<file path="src/hw/rtl/wildcard_alternatives_match_defines.svh">
// ----------------------------------------------------------------------------
// wildcard_alternatives_match_defines
// assertion macros shared by the wildcard matcher rtl
// ----------------------------------------------------------------------------
`ifndef WILDCARD_ALTERNATIVES_MATCH_DEFINES_SVH
`define WILDCARD_ALTERNATIVES_MATCH_DEFINES_SVH

`ifndef SYNTHESIS

// property checked at every clock edge outside reset
`define WAM_ASSERT(lbl, prop, msg) \
  lbl: assert property (@(posedge clk_i) disable iff (!rst_ni) (prop)) else $error(msg);

// consequent checked in the cycle after the antecedent
`define WAM_ASSERT_NEXT(lbl, ante, cons, msg) \
  lbl: assert property (@(posedge clk_i) disable iff (!rst_ni) (ante) |=> (cons)) \
    else $error(msg);

`else

`define WAM_ASSERT(lbl, prop, msg)
`define WAM_ASSERT_NEXT(lbl, ante, cons, msg)

`endif

`endif

</file>
<file path="src/hw/rtl/wam_pkg.sv">
// ----------------------------------------------------------------------------
// wam_pkg
// types and symbol codes shared by the wildcard matcher modules
// ----------------------------------------------------------------------------
`timescale 1ns / 1ps

package wam_pkg;

  typedef enum logic [1:0] {
    FUNC_CLEAR    = 2'd0,
    FUNC_APPEND   = 2'd1,
    FUNC_TEXT     = 2'd2,
    FUNC_END_TEXT = 2'd3
  } wam_func_e;

  localparam logic [7:0] SYM_ANY   = 8'h2A;
  localparam logic [7:0] SYM_SPLIT = 8'h7C;
  localparam logic [7:0] SYM_ONE   = 8'h3F;

  localparam logic [7:0] LOWER_FIRST = 8'h61;
  localparam logic [7:0] LOWER_LAST  = 8'h7A;
  localparam logic [7:0] CASE_OFFSET = 8'h20;

  typedef struct packed {
    logic clear;
    logic append;
    logic text;
    logic scan_end;
  } wam_ctrl_t;

  typedef struct packed {
    logic matched;
    logic overflow;
  } wam_result_t;

endpackage

</file>
<file path="src/hw/rtl/wam_cell.sv">
// ----------------------------------------------------------------------------
// wam_cell
// one pattern position: stored symbol, fill flag and active flag
// ----------------------------------------------------------------------------
`timescale 1ns / 1ps

module wam_cell #(
  parameter int unsigned SymBits = 8
) (
  input  logic               clk_i,
  input  logic               rst_ni,
  input  wam_pkg::wam_ctrl_t ctrl_i,
  input  logic [SymBits-1:0] sym_i,
  input  logic               fill_prev_i,
  input  logic               carry_i,
  input  logic               step_i,
  output logic               fill_o,
  output logic               carry_o,
  output logic               step_o,
  output logic               accept_o
);
  import wam_pkg::*;

  logic               fill_q, fill_d;
  logic               active_q, active_d;
  logic [SymBits-1:0] sym_q;
  logic               star_q, split_q, one_q;
  logic               wr;
  logic               closed;
  logic               hit;

  assign wr     = ctrl_i.append & fill_prev_i & ~fill_q;
  assign closed = active_q | carry_i;
  assign hit    = fill_q & ~star_q & ~split_q & (one_q | (sym_q == sym_i));

  assign fill_o   = fill_q;
  assign carry_o  = fill_q & (split_q | (closed & star_q));
  assign step_o   = closed & hit;
  assign accept_o = closed & ((fill_prev_i & ~fill_q) | (fill_q & split_q));

  always_comb begin
    fill_d   = fill_q;
    active_d = active_q;
    if (ctrl_i.clear) begin
      fill_d   = 1'b0;
      active_d = 1'b0;
    end else if (ctrl_i.scan_end) begin
      active_d = 1'b0;
    end else if (ctrl_i.text) begin
      active_d = (closed & fill_q & star_q) | step_i;
    end else if (wr) begin
      fill_d = 1'b1;
    end
  end

  always_ff @(posedge clk_i or negedge rst_ni) begin
    if (!rst_ni) begin
      fill_q   <= 1'b0;
      active_q <= 1'b0;
    end else begin
      fill_q   <= fill_d;
      active_q <= active_d;
    end
  end

  always_ff @(posedge clk_i) begin
    if (wr) begin
      sym_q   <= sym_i;
      star_q  <= (sym_i == SymBits'(SYM_ANY));
      split_q <= (sym_i == SymBits'(SYM_SPLIT));
      one_q   <= (sym_i == SymBits'(SYM_ONE));
    end
  end

endmodule

</file>
<file path="src/hw/rtl/wam_out_buf.sv">
// ----------------------------------------------------------------------------
// wam_out_buf
// output register with one skid entry for match results
// ----------------------------------------------------------------------------
`timescale 1ns / 1ps

`include "wildcard_alternatives_match_defines.svh"

module wam_out_buf (
  input  logic                 clk_i,
  input  logic                 rst_ni,
  input  logic                 push_i,
  input  wam_pkg::wam_result_t result_i,
  output logic                 full_o,
  output logic                 out_valid_o,
  input  logic                 out_stall_i,
  output wam_pkg::wam_result_t result_o
);
  import wam_pkg::*;

  logic        out_valid_q, out_valid_d;
  logic        skid_valid_q, skid_valid_d;
  wam_result_t out_q, out_d;
  wam_result_t skid_q, skid_d;
  logic        out_free;

  assign out_free    = ~out_valid_q | ~out_stall_i;
  assign full_o      = skid_valid_q;
  assign out_valid_o = out_valid_q;
  assign result_o    = out_q;

  always_comb begin
    out_valid_d  = out_valid_q;
    skid_valid_d = skid_valid_q;
    out_d        = out_q;
    skid_d       = skid_q;
    if (out_free) begin
      if (skid_valid_q) begin
        out_d        = skid_q;
        out_valid_d  = 1'b1;
        skid_valid_d = 1'b0;
      end else begin
        out_d       = result_i;
        out_valid_d = push_i;
      end
    end else if (push_i) begin
      skid_d       = result_i;
      skid_valid_d = 1'b1;
    end
  end

  always_ff @(posedge clk_i or negedge rst_ni) begin
    if (!rst_ni) begin
      out_valid_q  <= 1'b0;
      skid_valid_q <= 1'b0;
    end else begin
      out_valid_q  <= out_valid_d;
      skid_valid_q <= skid_valid_d;
    end
  end

  always_ff @(posedge clk_i) begin
    out_q  <= out_d;
    skid_q <= skid_d;
  end

  `WAM_ASSERT(a_skid_behind_out, !skid_valid_q || out_valid_q, "skid entry without output entry")
  `WAM_ASSERT(a_no_push_full, !(push_i && skid_valid_q), "result pushed into full buffer")
  `WAM_ASSERT(a_skid_fill_on_stall, !$rose(skid_valid_q) || $past(out_valid_q && out_stall_i),
              "skid filled without a stalled output")

endmodule

</file>
<file path="src/hw/rtl/wildcard_alternatives_match.sv">
// ----------------------------------------------------------------------------
// wildcard_alternatives_match
// unanchored wildcard matcher with star, question mark and alternation
// ----------------------------------------------------------------------------
//  channel  | handshake                     | payload
//  ---------+-------------------------------+------------------------------
//  in       | in_valid_i / in_stall_o       | func_i, symbol_i
//  out      | out_valid_o / out_stall_i     | matched_o, pattern_overflow_o
//
//  one input transfer per cycle while in_stall_o is low; every item is done in the cycle it is taken
//  the row of MAX_PATTERN cells updates all active positions in that cycle
//  an end of text result is registered in the output register, or in the skid entry if the output is stalled
//  in_stall_o rises only while a second result waits behind a stalled output
//  reset empties the pattern and clears all flags; no clearing pass is needed
// ----------------------------------------------------------------------------
`timescale 1ns / 1ps

`include "wildcard_alternatives_match_defines.svh"

module wildcard_alternatives_match #(
  parameter int unsigned MAX_PATTERN = 32,
  parameter int unsigned SYMBOL_BITS = 8
) (
  input  logic                   clk_i,
  input  logic                   rst_ni,
  input  logic                   in_valid_i,
  output logic                   in_stall_o,
  input  logic [1:0]             func_i,
  input  logic [SYMBOL_BITS-1:0] symbol_i,
  output logic                   out_valid_o,
  input  logic                   out_stall_i,
  output logic                   matched_o,
  output logic                   pattern_overflow_o
);
  import wam_pkg::*;

  logic                   in_fire;
  wam_func_e              func;
  wam_ctrl_t              ctrl;
  logic [SYMBOL_BITS-1:0] folded;
  logic                   buf_full;

  logic [MAX_PATTERN:0]   fill_chain;
  logic [MAX_PATTERN:0]   carry_chain;
  logic [MAX_PATTERN:0]   step_chain;
  logic [MAX_PATTERN:0]   accept_vec;

  logic        active_tail_q, active_tail_d;
  logic        match_seen_q, match_seen_d;
  logic        overflow_q, overflow_d;
  logic        acc;
  wam_result_t result;
  wam_result_t result_out;

  assign in_stall_o = buf_full;
  assign in_fire    = in_valid_i & ~buf_full;
  assign func       = wam_func_e'(func_i);

  always_comb begin
    ctrl = '0;
    case (func)
      FUNC_CLEAR:    ctrl.clear    = in_fire;
      FUNC_APPEND:   ctrl.append   = in_fire;
      FUNC_TEXT:     ctrl.text     = in_fire;
      FUNC_END_TEXT: ctrl.scan_end = in_fire;
      default:       ctrl          = '0;
    endcase
  end

  always_comb begin
    folded = symbol_i;
    if (symbol_i >= SYMBOL_BITS'(LOWER_FIRST) && symbol_i <= SYMBOL_BITS'(LOWER_LAST)) begin
      folded = symbol_i - SYMBOL_BITS'(CASE_OFFSET);
    end
  end

  assign fill_chain[0]  = 1'b1;
  assign carry_chain[0] = 1'b1;
  assign step_chain[0]  = 1'b0;

  for (genvar i = 0; i < MAX_PATTERN; i++) begin : g_cell
    wam_cell #(
      .SymBits(SYMBOL_BITS)
    ) u_cell (
      .clk_i       (clk_i),
      .rst_ni      (rst_ni),
      .ctrl_i      (ctrl),
      .sym_i       (folded),
      .fill_prev_i (fill_chain[i]),
      .carry_i     (carry_chain[i]),
      .step_i      (step_chain[i]),
      .fill_o      (fill_chain[i+1]),
      .carry_o     (carry_chain[i+1]),
      .step_o      (step_chain[i+1]),
      .accept_o    (accept_vec[i])
    );
  end

  // end position after the last cell
  assign accept_vec[MAX_PATTERN] = (active_tail_q | carry_chain[MAX_PATTERN])
                                 & fill_chain[MAX_PATTERN];
  assign acc = |accept_vec;

  always_comb begin
    active_tail_d = active_tail_q;
    match_seen_d  = match_seen_q;
    overflow_d    = overflow_q;
    if (ctrl.clear) begin
      active_tail_d = 1'b0;
      match_seen_d  = 1'b0;
      overflow_d    = 1'b0;
    end else if (ctrl.scan_end) begin
      active_tail_d = 1'b0;
      match_seen_d  = 1'b0;
    end else if (ctrl.text) begin
      active_tail_d = step_chain[MAX_PATTERN];
      match_seen_d  = match_seen_q | acc;
    end else if (ctrl.append && fill_chain[MAX_PATTERN]) begin
      overflow_d = 1'b1;
    end
  end

  always_ff @(posedge clk_i or negedge rst_ni) begin
    if (!rst_ni) begin
      active_tail_q <= 1'b0;
      match_seen_q  <= 1'b0;
      overflow_q    <= 1'b0;
    end else begin
      active_tail_q <= active_tail_d;
      match_seen_q  <= match_seen_d;
      overflow_q    <= overflow_d;
    end
  end

  assign result.matched  = match_seen_q | acc;
  assign result.overflow = overflow_q;

  wam_out_buf u_out_buf (
    .clk_i       (clk_i),
    .rst_ni      (rst_ni),
    .push_i      (ctrl.scan_end),
    .result_i    (result),
    .full_o      (buf_full),
    .out_valid_o (out_valid_o),
    .out_stall_i (out_stall_i),
    .result_o    (result_out)
  );

  assign matched_o          = result_out.matched;
  assign pattern_overflow_o = result_out.overflow;

  `WAM_ASSERT_NEXT(a_end_resets_scan, ctrl.scan_end, !match_seen_q && !active_tail_q,
                   "scan state kept after end of text")
  `WAM_ASSERT_NEXT(a_clear_empties, ctrl.clear,
                   fill_chain[MAX_PATTERN:1] == '0 && !overflow_q, "pattern not emptied by clear")
  `WAM_ASSERT(a_fill_contiguous,
              (fill_chain[MAX_PATTERN:1] & (fill_chain[MAX_PATTERN:1] + MAX_PATTERN'(1))) == '0,
              "pattern cells not filled from the front")

endmodule

</file>
<file path="config.mk">
export PLATFORM = sky130hd
export DESIGN_NAME = wildcard_alternatives_match
export DESIGN_NICKNAME = d
export VERILOG_FILES = /design/src/hw/rtl/wam_pkg.sv /design/src/hw/rtl/wam_cell.sv /design/src/hw/rtl/wam_out_buf.sv /design/src/hw/rtl/wildcard_alternatives_match.sv
export VERILOG_INCLUDE_DIRS = /design/src /design/src/hw/rtl
export SDC_FILE = /design/constraint.sdc
export NUM_CORES = 1
export LEC_CHECK = 0
export BUFFER_PORTS_ARGS = -buffer_cell sky130_fd_sc_hd__buf_4
export CAP_MARGIN = 40
export CELL_PAD_IN_SITES_DETAIL_PLACEMENT = 0
export CELL_PAD_IN_SITES_GLOBAL_PLACEMENT = 1
export CORE_MARGIN = 4
export CORE_UTILIZATION = 40
export CTS_CLUSTER_DIAMETER = 80
export DETAILED_ROUTE_END_ITERATION = 7
export GPL_TIMING_DRIVEN = 0
export PLACE_DENSITY = 0.72
export SLEW_MARGIN = 20
export SYNTH_ARGS = -nofsm -noshare
export SYNTH_HDL_FRONTEND = slang
export SYNTH_SLANG_ARGS = --single-unit
</file>
<file path="constraint.sdc">
create_clock -name clk_i -period 3.3 [get_ports clk_i]
set_input_delay 0.165 -clock clk_i [delete_from_list [all_inputs] [get_ports clk_i]]
set_output_delay 0.165 -clock clk_i [all_outputs]
set_load 0.03 [all_outputs]
</file>
==> summary.md <==
| Metric | Value |
|---|---|
| Core ar. | about 48,000 um^2 |
| Final WL | between 50,000 and 60,000 um |
| Fraction of registers with async set/reset | around 16% |
| Die Span X | about 230 um |
| Finished Layout Cells | 2,245 |
| Final Hold Viols | 0 |
| Commonest non-fill, non-tap cell in the layout | edfxtp_1 |
| Rows | 80 |
| Synth top area share | between 50% and 60% |
| Sink Count | around 420 |
| Most frequent cells in the layout | edfxtp_1 (356), xnor2_1 (132), xor2_1 (124) |
| Clk pin slew, worst setup/hold paths | 0.06 ns |
| Die ar. | approximately 52,000 um^2 |
| Worst Hold Class | primary input to flip-flop |
| Fin Setup TNS | 0 ns |
| DP Worst Slack | -1.55 ns |
| Synth warn | 0 |
| Ratio of cells with drive above 1 in the final layout | between 10% and 20% |
| CP required | 3.58 ns |
| Worst reg2reg path depth | 11 |
| Post-route DRC | 0 |
| Outcome | complete, no violations |
| Drt pass-1 iters | 5 |
| I/O pin cnt | 18 |
| Kind of critical path | flip-flop to flip-flop |
| Fin Clk Skew | roughly 0.023 ns |
| Initial antenna violation count | 0 |
| PnR worst setup slack | approximately 0.077 ns |
| Via Count | 12,500 |
| WHS | 0.0636 ns |
| Final instance area | about 23,000 um^2 |
| # H-tree levels | 2 |
| P&R area growth vs syn | 18.4% |
| FF+latch area | approximately 12,000 um^2 |
| Clock buffer depth | 3 |
| Syn avg cell area | between 10 and 15 um^2 |
| Final setup viols | 0 |
| CP cell instances | o211ai_1 > buf_4 > nor3_2 > o21ai_4 > a21oi_4 > o31ai_2 > nand2_1 > nor4_4 > o211ai_1 > a2111oi_2 > nand4_1 |
| CTS Buf Count | 45 |
| Area after DPL | 20,800 um^2 |
| Area of the multi-input gates | approximately 7000 um^2 |
| Syn nets | ~1,500 |
| GP Congestion | just under 0.9 |
| HPWL Detailed | ~36,000 um |
| Crit-path max cell delay | about 0.48 ns |
| Worst slew pin tran | 0.880 ns |
| Slowest cell on the critical path | dfrtp_2 |
| TritonCTS clock tree | built |
| Max cap viols | 0 |
| Seq cells post-synth | 424 |
| Gate count of the mapped netlist | around 1,500 |
| Distinct cells, synth | 87 |
| Pin count of the biggest net entering global routing | 38 |
| Top post-synthesis cells by area | edfxtp_1 (56%), dfrtp_1 (8.9%), xnor2_1 (6.0%), xor2_1 (5.7%), nand2_1 (1.8%) |
| Fin. max-slew vios | 0 |
| Diode count | 0 |
| Overflow after GRT | 0 |
| Final ANT Viol Nets | 0 |
| Wire per inst | roughly 23 um |
| GRT Overall Usage | approximately 20% |
| Post-synth EDFFs | roughly 360 |
| Vias in the first global route | 12,300 |
| Nets | approximately 1,600 |
| Crit Path Max Fanout | 6 |
| Die Y-Extent | approximately 230 um |
| # fillers | ~4,200 |
| Global-route wire length before repair | around 76,000 um |
| Leakage Power | roughly 0.008 uW |
| Rel. slew slack | between 40% and 50% |
| Max Clk Rate | ~0.31 GHz |
| Worst VDD drop | approximately 350 uV |
| Seq/Total Area, Yosys | between 60 and 70% |
| Startpoint Class | flip-flop |
| RSZ-0062 raised after global routing | yes |
| 1st-iter DRT viols | around 1,200 |
| Clock latency on the worst-skew pair | 0.59 ns |
| Via density | ~5.6 |
| Initial core utilization | 40.3% |
| Cell accounting for the most synthesized area | edfxtp_1 |
| Hold path depth | 1 |
| CP Capture Type | flip-flop |
| Crit path DAT | between 3 and 4 ns |
| Fin crit share | 97.7% |
| Root Driver | clkbuf_16 |
| Cell Area, Synth | around 19,000 um^2 |
| Pwr per Cell Area | around 550 nW/um^2 |
| Number of buffers added on ports | 17 |
| Cell mode on critical path | o211ai_1 |
| Fin crit period | 3.22 ns |
| DP Cell Count | about 2,100 |
| Top FF cell, synth | edfxtp_1 |
[synth_stat cells (all sizes together), types with 4 or more instances]
library cell	number
edfxtp	356
nor2b	11
o22ai	9
or2	4
a21boi	6
a21oi	77
o211ai	8
dfrtp	68
o21ai	54
or4	4
a21o	43
nand2	94
nand4	13
and3	5
nor4	39
buf	36
clkbuf	23
inv	23
a211oi	8
o21a	6
nor4b	5
xnor2	132
o31ai	4
nand2b	22
a211o	4
o221ai	6
nand3	46
a31oi	39
nor2	65
nor3	32
a2111oi	9
a22o	11
nor3b	19
xor2	124
[metal layers]
layer,share of wire [%],GRT usage (%),vias up
met5,0,0,-
met4,3.5,6.66,0
met3,6.3,3.68,105
met2,46,31.3,422
met1,44,27.8,6272
li1,-,-,5736
[power by group]
| part | internal, uW | leakage [uW] | total [uW] | switching (uW) |
|---|---|---|---|---|
| clock | 3010 | 0.000728 | 5130 | 2120 |
| combinational | 477 | 0.00298 | 1300 | 821 |
| sequential | 5970 | 0.00417 | 6120 | 142 |
[stage by stage]
stage	util (%)	power, uW
after global routing	47.7	13000
after CTS	47.2	12600
final	47.7	12500
after floorplan	-	6990
after detailed placement	43.7	7470
after global placement	42.2	7390
[critical path: cells and delay by family, from the launching register on]
kind	cells	cell delay, ns
AOI/OAI and AO/OA	6	1.50
DFF	1	0.48
and+or+nand+nor	4	0.76
buffers and inverters	1	0.18
[area by class of cell]
type                    count  area share (%)
plain buffers              56            1.27
clock buffers              54            5.14
clock inverters            29            1.43
inverters                  23           0.435
multi-input cells         950            30.0
flip-flops and latches    424            54.5
well taps                 615            3.38
repair buffers             94            3.88
[state kept, by name, indices dropped and copies added, names as in the netlist, 2 cells and up]
register,count
u_out_buf.result_o,2
g_cell.u_cell.fill_o,32
u_out_buf.skid_q,2
g_cell.u_cell.sym_q,256
g_cell.u_cell.active_q,31
g_cell.u_cell.star_q,32
g_cell.u_cell.split_q,32
g_cell.u_cell.one_q,32
[cell families after synthesis]
family,share of synthesized area (%)
flops,64.5
xor+xnor,11.7
fa+ha+maj,0.0651
mux,0.111
simple gates,10.1
compound gates,11.6
buf+inv,1.98
[worst paths after layout]
check                                                     from                                     end  slack (ns)
max in group asynchronous                               rst_ni     g_cell[1].u_cell.fill_o$_DFFE_PN0P_        2.60
min in group asynchronous                               rst_ni  g_cell[24].u_cell.active_q$_DFFE_PN0P_        0.09
min reg2reg                          active_tail_q$_DFFE_PN0P_               active_tail_q$_DFFE_PN0P_        0.47
max reg2reg                g_cell[0].u_cell.fill_o$_DFFE_PN0P_           u_out_buf.skid_q[1]$_DFFE_PP_        0.08
min                                                symbol_i[1]    g_cell[31].u_cell.sym_q[1]$_DFFE_PP_        0.06
max                        g_cell[0].u_cell.fill_o$_DFFE_PN0P_           u_out_buf.skid_q[1]$_DFFE_PP_        0.08
[what timing repair did]
| action | 4_1_cts | 5_1_grt |
|---|---|---|
| endpoints found under the setup margin | 97 | 19 |
| hold endpoints to repair | 75 | 0 |
| hold buffers | 7 | 0 |
| buffers inserted | 3 | 10 |
| pin swaps | 3 | 16 |
| resized for setup | 21 | 35 |
Power figures use the tool's default switching activity.
